--- config.mk ---
export PLATFORM = sky130hd
export DESIGN_NAME = tick_timeouts_and_calendar_clock_unit_flat
export DESIGN_NICKNAME = d
export VERILOG_FILES = /design/src/rtl/core/ttc_pkg.sv /design/src/rtl/core/ttc_stream_if.sv /design/src/rtl/core/ttc_timer_bank.sv /design/src/rtl/core/ttc_calendar.sv /design/src/rtl/core/tick_timeouts_and_calendar_clock_unit.sv /design/src/flat_wrapper.sv
export SDC_FILE = /design/constraint.sdc
export NUM_CORES = 1
export LEC_CHECK = 0
export BUFFER_PORTS_ARGS = -buffer_cell sky130_fd_sc_hd__buf_2
export CORE_UTILIZATION = 40
export CTS_CLUSTER_SIZE = 30
export DETAILED_ROUTE_END_ITERATION = 6
export GPL_TIMING_DRIVEN = 1
export PLACE_DENSITY = 0.54
export SYNTH_ARGS = -nofsm -noshare
export SYNTH_HDL_FRONTEND = slang
export SYNTH_SLANG_ARGS = --single-unit
--- constraint.sdc ---
create_clock -name clk -period 6.14 [get_ports clk]
set_input_delay 1.228 -clock clk [delete_from_list [all_inputs] [get_ports clk]]
set_output_delay 1.228 -clock clk [all_outputs]
set_load 0.02 [all_outputs]
--- src/rtl/core/ttc_pkg.sv ---
// ----------------------------------------------------------------------------
// ttc_pkg: shared types and constants for the tick timeout / calendar clock
// Payload structs, command codes, calendar limits and control bundles.
// ----------------------------------------------------------------------------
`default_nettype none

package ttc_pkg;

    localparam int NUM_TIMEOUTS_DEF = 8;
    localparam int CNT_W            = 16;
    localparam int MASK_W           = 8;
    localparam int IDX_W            = 4;

    localparam logic [7:0] SEC_LIMIT    = 8'd59;
    localparam logic [7:0] MIN_LIMIT    = 8'd59;
    localparam logic [7:0] HOUR_LIMIT   = 8'd23;
    localparam logic [7:0] DAY_LIMIT    = 8'd30;
    localparam logic [7:0] MONTH_LIMIT  = 8'd12;
    localparam logic [7:0] RELOAD_RESET = 8'd100;

    typedef enum logic [2:0] {
        CMD_TICK     = 3'd0,
        CMD_LOAD     = 3'd1,
        CMD_SET_TIME = 3'd2,
        CMD_SET_DATE = 3'd3,
        CMD_READ     = 3'd4
    } ttc_cmd_t;

    typedef struct packed {
        logic [2:0]       cmd;
        logic [IDX_W-1:0] timer_index;
        logic [CNT_W-1:0] load_value;
        logic [7:0]       value_a;
        logic [7:0]       value_b;
        logic [7:0]       value_c;
    } ttc_req_t;

    typedef struct packed {
        logic [7:0]        second;
        logic [7:0]        minute;
        logic [7:0]        hour_now;
        logic [7:0]        day_now;
        logic [7:0]        month_now;
        logic [7:0]        year_now;
        logic [MASK_W-1:0] expired_mask;
        logic [CNT_W-1:0]  read_count;
        logic              read_expired;
    } ttc_rsp_t;

    typedef logic [7:0] ttc_cfg_t;

    // calendar state as seen by the output stage
    typedef struct packed {
        logic [7:0] sec;
        logic [7:0] min;
        logic [7:0] hour;
        logic [7:0] day;
        logic [7:0] month;
        logic [7:0] year;
    } ttc_time_t;

    // sequencer -> counter bank
    typedef struct packed {
        logic             en;
        logic             dec;
        logic             load_hit;
        logic [CNT_W-1:0] load_value;
    } ttc_bank_ctl_t;

    // sequencer -> calendar
    typedef struct packed {
        logic       tick;
        logic       set_time;
        logic       set_date;
        logic [7:0] value_a;
        logic [7:0] value_b;
        logic [7:0] value_c;
    } ttc_cal_ctl_t;

endpackage

`default_nettype wire

--- src/rtl/core/ttc_stream_if.sv ---
// ----------------------------------------------------------------------------
// ttc_stream_if: valid/ready channel
// One beat moves when valid and ready are both high at a rising clock edge.
// ----------------------------------------------------------------------------
`default_nettype none

interface ttc_stream_if #(
    parameter type T = logic
);
    logic valid;
    logic ready;
    T     data;

    modport source (output valid, output data, input ready);
    modport sink   (input valid, input data, output ready);
endinterface

`default_nettype wire

--- src/rtl/core/ttc_timer_bank.sv ---
// ----------------------------------------------------------------------------
// ttc_timer_bank: timeout counter storage with shared update unit
// One counter is visited per cycle while ctl.en is high: load, decrement-if-nonzero or hold.
// ----------------------------------------------------------------------------
`default_nettype none

module ttc_timer_bank #(
    parameter  int NUM_TIMEOUTS = ttc_pkg::NUM_TIMEOUTS_DEF,
    localparam int IW           = (NUM_TIMEOUTS > 1) ? $clog2(NUM_TIMEOUTS) : 1
) (
    input  wire logic                       clk,
    input  wire logic                       rst_n,
    input  wire logic [IW-1:0]              idx,
    input  wire ttc_pkg::ttc_bank_ctl_t     ctl,
    output logic [ttc_pkg::CNT_W-1:0]       cur_count,
    output logic                            new_zero
);
    import ttc_pkg::*;

    logic [CNT_W-1:0] count_reg [NUM_TIMEOUTS];
    logic [CNT_W-1:0] new_count;

    assign cur_count = count_reg[idx];

    // shared update unit
    always_comb
    begin
        if (ctl.load_hit)
        begin
            new_count = ctl.load_value;
        end
        else if (ctl.dec && (cur_count != '0))
        begin
            new_count = cur_count - CNT_W'(1);
        end
        else
        begin
            new_count = cur_count;
        end
        new_zero = (new_count == '0);
    end

    always_ff @(posedge clk or negedge rst_n)
    begin
        if (!rst_n)
        begin
            for (int i = 0; i < NUM_TIMEOUTS; i++)
            begin
                count_reg[i] <= '0;
            end
        end
        else if (ctl.en)
        begin
            count_reg[idx] <= new_count;
        end
    end

endmodule

`default_nettype wire

--- src/rtl/core/ttc_calendar.sv ---
// ----------------------------------------------------------------------------
// ttc_calendar: tick prescaler and second..year calendar
// Holds the reload register; applies tick, set-time and set-date strobes.
// ----------------------------------------------------------------------------
`default_nettype none

module ttc_calendar (
    input  wire logic                  clk,
    input  wire logic                  rst_n,
    input  wire logic                  cfg_we,
    input  wire logic [7:0]            cfg_data,
    input  wire ttc_pkg::ttc_cal_ctl_t ctl,
    output ttc_pkg::ttc_time_t         now
);
    import ttc_pkg::*;

    logic [7:0] reload_reg;
    logic [7:0] presc_reg;
    logic [7:0] presc_next;
    ttc_time_t  time_reg;
    ttc_time_t  time_next;
    ttc_time_t  adv;

    // 8-bit increment; past the limit it restarts at 0 and carries
    function automatic logic [8:0] bump(input logic [7:0] v, input logic [7:0] lim);
        logic [7:0] n;
        n = v + 8'd1;
        if (n > lim)
        begin
            bump = {1'b1, 8'd0};
        end
        else
        begin
            bump = {1'b0, n};
        end
    endfunction

    // one-second advance with carry ripple
    always_comb
    begin
        logic [8:0] r;
        adv = time_reg;
        r = bump(time_reg.sec, SEC_LIMIT);
        adv.sec = r[7:0];
        if (r[8])
        begin
            r = bump(time_reg.min, MIN_LIMIT);
            adv.min = r[7:0];
            if (r[8])
            begin
                r = bump(time_reg.hour, HOUR_LIMIT);
                adv.hour = r[7:0];
                if (r[8])
                begin
                    r = bump(time_reg.day, DAY_LIMIT);
                    adv.day = r[7:0];
                    if (r[8])
                    begin
                        r = bump(time_reg.month, MONTH_LIMIT);
                        adv.month = r[7:0];
                        if (r[8])
                        begin
                            adv.year = time_reg.year + 8'd1;
                        end
                    end
                end
            end
        end
    end

    always_comb
    begin
        time_next  = time_reg;
        presc_next = presc_reg;
        if (ctl.tick)
        begin
            if (presc_reg != 8'd0)
            begin
                presc_next = presc_reg - 8'd1;
            end
            else
            begin
                presc_next = reload_reg;
                time_next  = adv;
            end
        end
        else if (ctl.set_time)
        begin
            time_next.hour = ctl.value_a;
            time_next.min  = ctl.value_b;
            time_next.sec  = ctl.value_c;
        end
        else if (ctl.set_date)
        begin
            time_next.year  = ctl.value_a;
            time_next.month = ctl.value_b;
            time_next.day   = ctl.value_c;
        end
    end

    always_ff @(posedge clk or negedge rst_n)
    begin
        if (!rst_n)
        begin
            reload_reg <= RELOAD_RESET;
            presc_reg  <= RELOAD_RESET;
            time_reg   <= '0;
        end
        else
        begin
            if (cfg_we)
            begin
                reload_reg <= cfg_data;
            end
            presc_reg <= presc_next;
            time_reg  <= time_next;
        end
    end

    assign now = time_reg;

endmodule

`default_nettype wire

--- src/rtl/core/tick_timeouts_and_calendar_clock_unit.sv ---
// ----------------------------------------------------------------------------
// tick_timeouts_and_calendar_clock_unit: timeout counters and calendar clock
// A sequencer sweeps one shared update unit across the timeout counters, then
// steps the calendar and emits one result beat per request beat.
//
// Usage:
//   req : command beats (tick, load counter, set time, set date, read counter).
//   rsp : one beat per request: clock after the command, expired mask of
//         counters 0..7, and read count / read expired for a read command.
//   cfg : prescaler reload writes, always ready; write only while idle.
//   Timing: a request beat is taken only in the idle state. The sweep visits
//   one counter per cycle through the single shared load/decrement unit, then
//   the calendar is stepped and the result is emitted; the next request can be
//   taken in the same cycle that rsp.valid rises. The sweep length is set by
//   the one counter port.
//   Stall: the result sits in an output register; while it waits the block
//   still takes and processes the next request and holds in its emit state
//   until the register frees up.
//   Reset: counters clear to zero, calendar to zero, prescaler and reload to
//   100; no response pending.
// ----------------------------------------------------------------------------
`default_nettype none

module tick_timeouts_and_calendar_clock_unit #(
    parameter int NUM_TIMEOUTS = ttc_pkg::NUM_TIMEOUTS_DEF
) (
    input  wire logic   clk,
    input  wire logic   rst_n,
    ttc_stream_if.sink   req,
    ttc_stream_if.source rsp,
    ttc_stream_if.sink   cfg
);
    import ttc_pkg::*;

    localparam int IW = (NUM_TIMEOUTS > 1) ? $clog2(NUM_TIMEOUTS) : 1;

    typedef enum logic [3:0] {
        ST_IDLE  = 4'b0001,
        ST_SWEEP = 4'b0010,
        ST_CLOCK = 4'b0100,
        ST_EMIT  = 4'b1000
    } state_t;

    state_t            state_reg, state_next;
    logic [IW-1:0]     idx_reg, idx_next;
    ttc_req_t          cmd_reg;
    logic [MASK_W-1:0] mask_reg, mask_next;
    logic [CNT_W-1:0]  rd_count_reg, rd_count_next;
    logic              rd_exp_reg, rd_exp_next;
    logic              out_valid_reg, out_valid_next;
    ttc_rsp_t          out_data_reg;

    logic              req_beat;
    logic              emit_go;
    logic [IDX_W-1:0]  idx_ext;
    logic              idx_hit;
    logic              last_idx;

    ttc_bank_ctl_t     bank_ctl;
    ttc_cal_ctl_t      cal_ctl;
    logic [CNT_W-1:0]  cur_count;
    logic              new_zero;
    ttc_time_t         now;

    assign req.ready = (state_reg == ST_IDLE);
    assign cfg.ready = 1'b1;
    assign req_beat  = req.valid && req.ready;

    assign idx_ext  = IDX_W'(idx_reg);
    assign idx_hit  = (idx_ext == cmd_reg.timer_index);
    assign last_idx = (idx_reg == IW'(NUM_TIMEOUTS - 1));
    // output register frees when empty or its beat is being taken
    assign emit_go  = (state_reg == ST_EMIT) && (!out_valid_reg || rsp.ready);

    // counter bank control
    always_comb
    begin
        bank_ctl.en         = (state_reg == ST_SWEEP);
        bank_ctl.dec        = (cmd_reg.cmd == CMD_TICK);
        bank_ctl.load_hit   = (cmd_reg.cmd == CMD_LOAD) && idx_hit;
        bank_ctl.load_value = cmd_reg.load_value;
    end

    ttc_timer_bank #(
        .NUM_TIMEOUTS (NUM_TIMEOUTS)
    ) u_bank (
        .clk       (clk),
        .rst_n     (rst_n),
        .idx       (idx_reg),
        .ctl       (bank_ctl),
        .cur_count (cur_count),
        .new_zero  (new_zero)
    );

    // calendar gets at most one strobe, in the clock state after the sweep
    always_comb
    begin
        cal_ctl.tick     = (state_reg == ST_CLOCK) && (cmd_reg.cmd == CMD_TICK);
        cal_ctl.set_time = (state_reg == ST_CLOCK) && (cmd_reg.cmd == CMD_SET_TIME);
        cal_ctl.set_date = (state_reg == ST_CLOCK) && (cmd_reg.cmd == CMD_SET_DATE);
        cal_ctl.value_a  = cmd_reg.value_a;
        cal_ctl.value_b  = cmd_reg.value_b;
        cal_ctl.value_c  = cmd_reg.value_c;
    end

    ttc_calendar u_cal (
        .clk      (clk),
        .rst_n    (rst_n),
        .cfg_we   (cfg.valid && cfg.ready),
        .cfg_data (cfg.data),
        .ctl      (cal_ctl),
        .now      (now)
    );

    // sequencer
    always_comb
    begin
        state_next     = state_reg;
        idx_next       = idx_reg;
        mask_next      = mask_reg;
        rd_count_next  = rd_count_reg;
        rd_exp_next    = rd_exp_reg;
        out_valid_next = out_valid_reg;

        if (rsp.valid && rsp.ready)
        begin
            out_valid_next = 1'b0;
        end

        case (state_reg)
            ST_IDLE:
            begin
                if (req_beat)
                begin
                    state_next    = ST_SWEEP;
                    idx_next      = '0;
                    mask_next     = '0;
                    rd_count_next = '0;
                    // out-of-range read reports expired; a hit overrides
                    rd_exp_next   = (req.data.cmd == CMD_READ);
                end
            end
            ST_SWEEP:
            begin
                for (int b = 0; b < MASK_W; b++)
                begin
                    if ((b < NUM_TIMEOUTS) && (idx_ext == IDX_W'(b)))
                    begin
                        mask_next[b] = new_zero;
                    end
                end
                if ((cmd_reg.cmd == CMD_READ) && idx_hit)
                begin
                    rd_count_next = cur_count;
                    rd_exp_next   = (cur_count == '0);
                end
                if (last_idx)
                begin
                    state_next = ST_CLOCK;
                end
                else
                begin
                    idx_next = idx_reg + IW'(1);
                end
            end
            ST_CLOCK:
            begin
                state_next = ST_EMIT;
            end
            ST_EMIT:
            begin
                if (emit_go)
                begin
                    out_valid_next = 1'b1;
                    state_next     = ST_IDLE;
                end
            end
            default:
            begin
                state_next = ST_IDLE;
            end
        endcase
    end

    always_ff @(posedge clk or negedge rst_n)
    begin
        if (!rst_n)
        begin
            state_reg     <= ST_IDLE;
            idx_reg       <= '0;
            out_valid_reg <= 1'b0;
        end
        else
        begin
            state_reg     <= state_next;
            idx_reg       <= idx_next;
            out_valid_reg <= out_valid_next;
        end
    end

    // payload registers
    always_ff @(posedge clk)
    begin
        if (req_beat)
        begin
            cmd_reg <= req.data;
        end
        mask_reg     <= mask_next;
        rd_count_reg <= rd_count_next;
        rd_exp_reg   <= rd_exp_next;
        if (emit_go)
        begin
            out_data_reg.second       <= now.sec;
            out_data_reg.minute       <= now.min;
            out_data_reg.hour_now     <= now.hour;
            out_data_reg.day_now      <= now.day;
            out_data_reg.month_now    <= now.month;
            out_data_reg.year_now     <= now.year;
            out_data_reg.expired_mask <= mask_reg;
            out_data_reg.read_count   <= rd_count_reg;
            out_data_reg.read_expired <= rd_exp_reg;
        end
    end

    assign rsp.valid = out_valid_reg;
    assign rsp.data  = out_data_reg;

    // ------------------------------------------------------------------------
    // Assertions
    // ------------------------------------------------------------------------
    a_state_onehot: assert property (@(posedge clk) disable iff (!rst_n)
        $onehot(state_reg))
        else $error("sequencer state not one-hot");

    a_accept_starts_sweep: assert property (@(posedge clk) disable iff (!rst_n)
        req_beat |=> (state_reg == ST_SWEEP) && (idx_reg == '0))
        else $error("accepted beat did not start sweep at counter 0");

    a_clock_then_emit: assert property (@(posedge clk) disable iff (!rst_n)
        (state_reg == ST_CLOCK) |=> (state_reg == ST_EMIT))
        else $error("calendar step not followed by emit");

    a_emit_sets_valid: assert property (@(posedge clk) disable iff (!rst_n)
        emit_go |=> rsp.valid && (state_reg == ST_IDLE))
        else $error("emit did not present a result beat");

    a_read_consistent: assert property (@(posedge clk) disable iff (!rst_n)
        rsp.valid |-> !(rsp.data.read_expired && (rsp.data.read_count != '0)))
        else $error("read flagged expired with nonzero count");

endmodule

`default_nettype wire

--- src/flat_wrapper.sv ---
// flat-port wrapper written by rule: the top's interface ports become plain ports
module tick_timeouts_and_calendar_clock_unit_flat import ttc_pkg::*;
#(
    parameter int NUM_TIMEOUTS = ttc_pkg::NUM_TIMEOUTS_DEF
)
  (clk, rst_n, req_valid, req_data, req_ready, rsp_valid, rsp_data, rsp_ready, cfg_valid, cfg_data, cfg_ready);
  ttc_stream_if #(.T(ttc_req_t)) req_i ();
  ttc_stream_if #(.T(ttc_rsp_t)) rsp_i ();
  ttc_stream_if #(.T(ttc_cfg_t)) cfg_i ();
  input  wire logic clk;
  input  wire logic rst_n;
  input wire logic [$bits(req_i.valid)-1:0] req_valid;
  input wire logic [$bits(req_i.data)-1:0] req_data;
  output wire logic [$bits(req_i.ready)-1:0] req_ready;
  output wire logic [$bits(rsp_i.valid)-1:0] rsp_valid;
  output wire logic [$bits(rsp_i.data)-1:0] rsp_data;
  input wire logic [$bits(rsp_i.ready)-1:0] rsp_ready;
  input wire logic [$bits(cfg_i.valid)-1:0] cfg_valid;
  input wire logic [$bits(cfg_i.data)-1:0] cfg_data;
  output wire logic [$bits(cfg_i.ready)-1:0] cfg_ready;
  assign req_i.valid = req_valid;
  assign req_i.data = req_data;
  assign req_ready = req_i.ready;
  assign rsp_valid = rsp_i.valid;
  assign rsp_data = rsp_i.data;
  assign rsp_i.ready = rsp_ready;
  assign cfg_i.valid = cfg_valid;
  assign cfg_i.data = cfg_data;
  assign cfg_ready = cfg_i.ready;
  tick_timeouts_and_calendar_clock_unit #(.NUM_TIMEOUTS(NUM_TIMEOUTS)) u_core (.clk(clk), .rst_n(rst_n), .req(req_i), .rsp(rsp_i), .cfg(cfg_i));
endmodule
==> results by group <==
GRT
  • Total gr overflow: 0
  • GRT Util Overall: between 10% and 20%
  • Global-route wire length before repair: roughly 57 mm
  • Initial antenna violation count: 0
  • Largest net degree at the start of global routing: roughly 120
  • Vias in the first global route: 9740

Setup path
  • Worst path slowest cell: dfrtp_1
  • Largest delay share family, worst path: simple AND/OR/NAND/NOR gates
  • Critical path required time: around 6.4 ns
  • CP peak stage delay: 0.98 ns
  • R2R Path End: u_core.mask_reg[6]
  • Startpoint Class: flop
  • Crit-path most repeated cell: nor4_2
  • Worst Path Buf+Inv: 0
  • Worst path cell trace: mux4_2, mux2i_1, ha_1, o2111ai_2, nor4_2, o21ai_0, a31oi_1, nand3_1, nor4_2
  • Worst R2R Path Depth: 9
  • CP Class: flop to flop
  • R2R setup slack: slightly above 0.9 ns
  • Critical R2R Launch: u_core.idx_reg[2]
  • Data arrival, critical path: 5.44 ns
  • Critical path fanouts, max: 22
  • CP endpoint kind: flop

Flow run
  • Max Cap Violations: 0

STA
  • RSZ-0062 raised after global routing: no
  • Final-report setup violation count: 0
  • Final period utilization: between 80% and 90%
  • Final Skew: 0.0336 ns
  • Total Neg Setup Slack: 0 ns
  • Fmax: roughly 0.19 GHz
  • Max Slew Vio Count: 0
  • Least-Margin Pin Slew: roughly 1.1 ns
  • Slew headroom: around a quarter
  • Final Hold Fails: 0
  • Final min period: 5.22 ns
  • WHS: around 0.41 ns

Clock tree
  • Clock Sink Count: roughly 350
  • Hold Buf Count CTS: 0
  • Clock Tree Buf Depth: 3
  • Clock slew at reported path FFs: roughly 0.06 ns
  • Worst-Skew Late Latency: 0.57 ns
  • H-tree depth: 2
  • Num CTS Buffers: 39
  • TritonCTS clock tree: done
  • CTS root buffer: clkbuf_16
  • Post-CTS setup buffer count: 0
  • CTS resizes: 0

Power
  • Sequential Power Share: a little over two fifths
  • Pwr/cell area: ~400 mW/mm2
  • Logic gate share of total power: 24.5%
  • Net Sw Power: 2.23 mW
  • Static Leakage: 7.21 nW
  • Power Internal: ~4.9 mW
  • Sw frac: 31.2%
  • Clock group share of total power: around 33%
  • Final Power: around 7.2 mW
  • VDD IR-drop max: 203 uV

Yosys
  • Area leader, netlist: dfrtp_1
  • Number of synthesized flops with an enable pin: roughly 150
  • Cell area after synthesis: about 0.015 mm2
  • Top cells by area, synth: dfrtp_1, edfxtp_1, mux4_2, mux2_2, o21ai_0
  • YS warnings: 0
  • Ys flop type: dfrtp_1
  • Most instantiated cells after synthesis: dfrtp_1, edfxtp_1, nand2_1, o21ai_0, nor2_1
  • Yosys reg bits: 345
  • Synth top area share: 32.2%
  • Avg Inst Size Synth: ~12 um2
  • Netlist cell types: 76
  • Async S/R FF share, synth: 58.0%
  • Syn Nets: roughly 1300
  • Most common cell in the netlist: dfrtp_1
  • Seq/Total Area, Yosys: ~62%
  • Synth Instances: 1204

Routing
  • First-pass detailed-route iteration total: 5
  • 1st-iter DRT viols: ~580
  • Routed Antenna Nets: 0
  • Drc violations: 0
  • Via density: ~5.4
  • Vias: between 9000 and 10000
  • Final WL: roughly 36 mm
  • Avg WL per Cell: between 15 and 20 um

Min path
  • WHS Endpoint: u_core.rsp.data[15]
  • Hold path depth: 0
  • Min-delay worst type: flop to flop
  • Hold path start: u_core.rd_count_reg[14]

Die
  • Die Y: 196 um
  • Die footprint: about 0.038 mm2
  • Row cnt: 70
  • Initial Utilization: between 40% and 50%
  • Chip width: 196 um
  • Boundary Pins: roughly 140
  • Core Area: between 0.03 and 0.04 mm2

Placement
  • I/O Buffers: about 130
  • HPWL after detailed placement: about 24 mm
  • Gpl congestion: around 0.84

Outcome
  • Status: completed

Cells and area
  • Area of the multi-input gates: between 0.005 and 0.006 mm2
  • Area growth from synthesis to layout: 17.0%
  • Storage cell area: 0.00937 mm2
  • Layout Nets: roughly 1400
  • Fill cell count: between 3000 and 4000
  • Share of cells above drive strength 1: 24.9%
  • Max reg flops: 128
-- power by group through the flow --
stage | clock (mW) | combinational, mW | sequential [mW]
final | 2.39 | 1.75 | 3.01
after global routing | 2.54 | 1.94 | 3.05
after CTS | 2.45 | 1.76 | 3.02
after detailed placement | 0 | 1.76 | 3.05
after global placement | 0 | 1.72 | 3.06
after floorplan | 0 | 1.33 | 2.94
-- routing by layer --
layer	track usage, %	vias up	share of wire (%)
met2	30.9	238	47
li1	-	4749	-
met1	27.1	4939	46
met4	7.32	0	2.7
met5	0	-	0
met3	2.78	63	4.2
-- cells in the final DEF, fill, tap and decap left out, types with 21 or more instances in the layout --
cell | Yosys | final
a21oi_1 | 83 | 83
buf_2 | 4 | 133
buf_4 | 4 | 24
clkbuf_16 | 0 | 40
dfrtp_1 | 193 | 192
edfxtp_1 | 145 | 145
ha_1 | 21 | 21
mux2_2 | 50 | 50
mux4_2 | 30 | 30
nand2_1 | 131 | 131
nand3_1 | 26 | 26
nor2_1 | 100 | 99
o21ai_0 | 102 | 102
-- metrics by stage --
step                setup WS (ns)  instance area, um2  instances  util, %
floorplan                    1.30               15000       1204        -
global placement             1.28               16300       1770     44.2
detailed placement          0.985               16300       1770     44.2
CTS                         0.982               17600       1842     47.8
global route                0.477               17600       1842     47.8
finish                      0.920               17600       1844     47.8
-- layout make-up --
cell class | instances | area share (%)
multi-input cells | 780 | 30.5
inverters | 19 | 0.406
well taps | 468 | 3.33
flip-flops and latches | 345 | 53.3
clock buffers | 53 | 6.14
clock inverters | 19 | 1.36
repair buffers | 158 | 4.89
diodes | 2 | 0.0285
-- cells by family (layout without fill, tap and decap cells) --
| logic type | count (synthesis) | in the layout | synth area share (%) |
|---|---|---|---|
| adders and majority gates | 21 | 21 | 1.75 |
| DFF | 345 | 345 | 62.4 |
| xor gates and xnor gates | 11 | 11 | 0.642 |
| and+or+nand+nor | 364 | 364 | 11.5 |
| muxes | 100 | 100 | 10.1 |
| buffers and inverters | 79 | 249 | 2.11 |
| AOI/OAI and AO/OA | 283 | 283 | 11.5 |
| other | 1 | 3 | 0.0250 |
-- how the worst max path moves through the flow --
| stage | start | endpoint | depth (start not counted) |
|---|---|---|---|
| finish | u_core.idx_reg[2] | u_core.mask_reg[6] | 9 |
| global route | u_core.idx_reg[0] | u_core.mask_reg[6] | 10 |
| CTS | u_core.idx_reg[2] | u_core.mask_reg[6] | 9 |
| detailed placement | u_core.idx_reg[2] | u_core.mask_reg[6] | 9 |
| global placement | u_core.idx_reg[2] | u_core.mask_reg[1] | 8 |
| floorplan | rsp_ready | u_core.rsp.data[0] | 2 |
No activity file was read; power rests on OpenSTA's default activity.
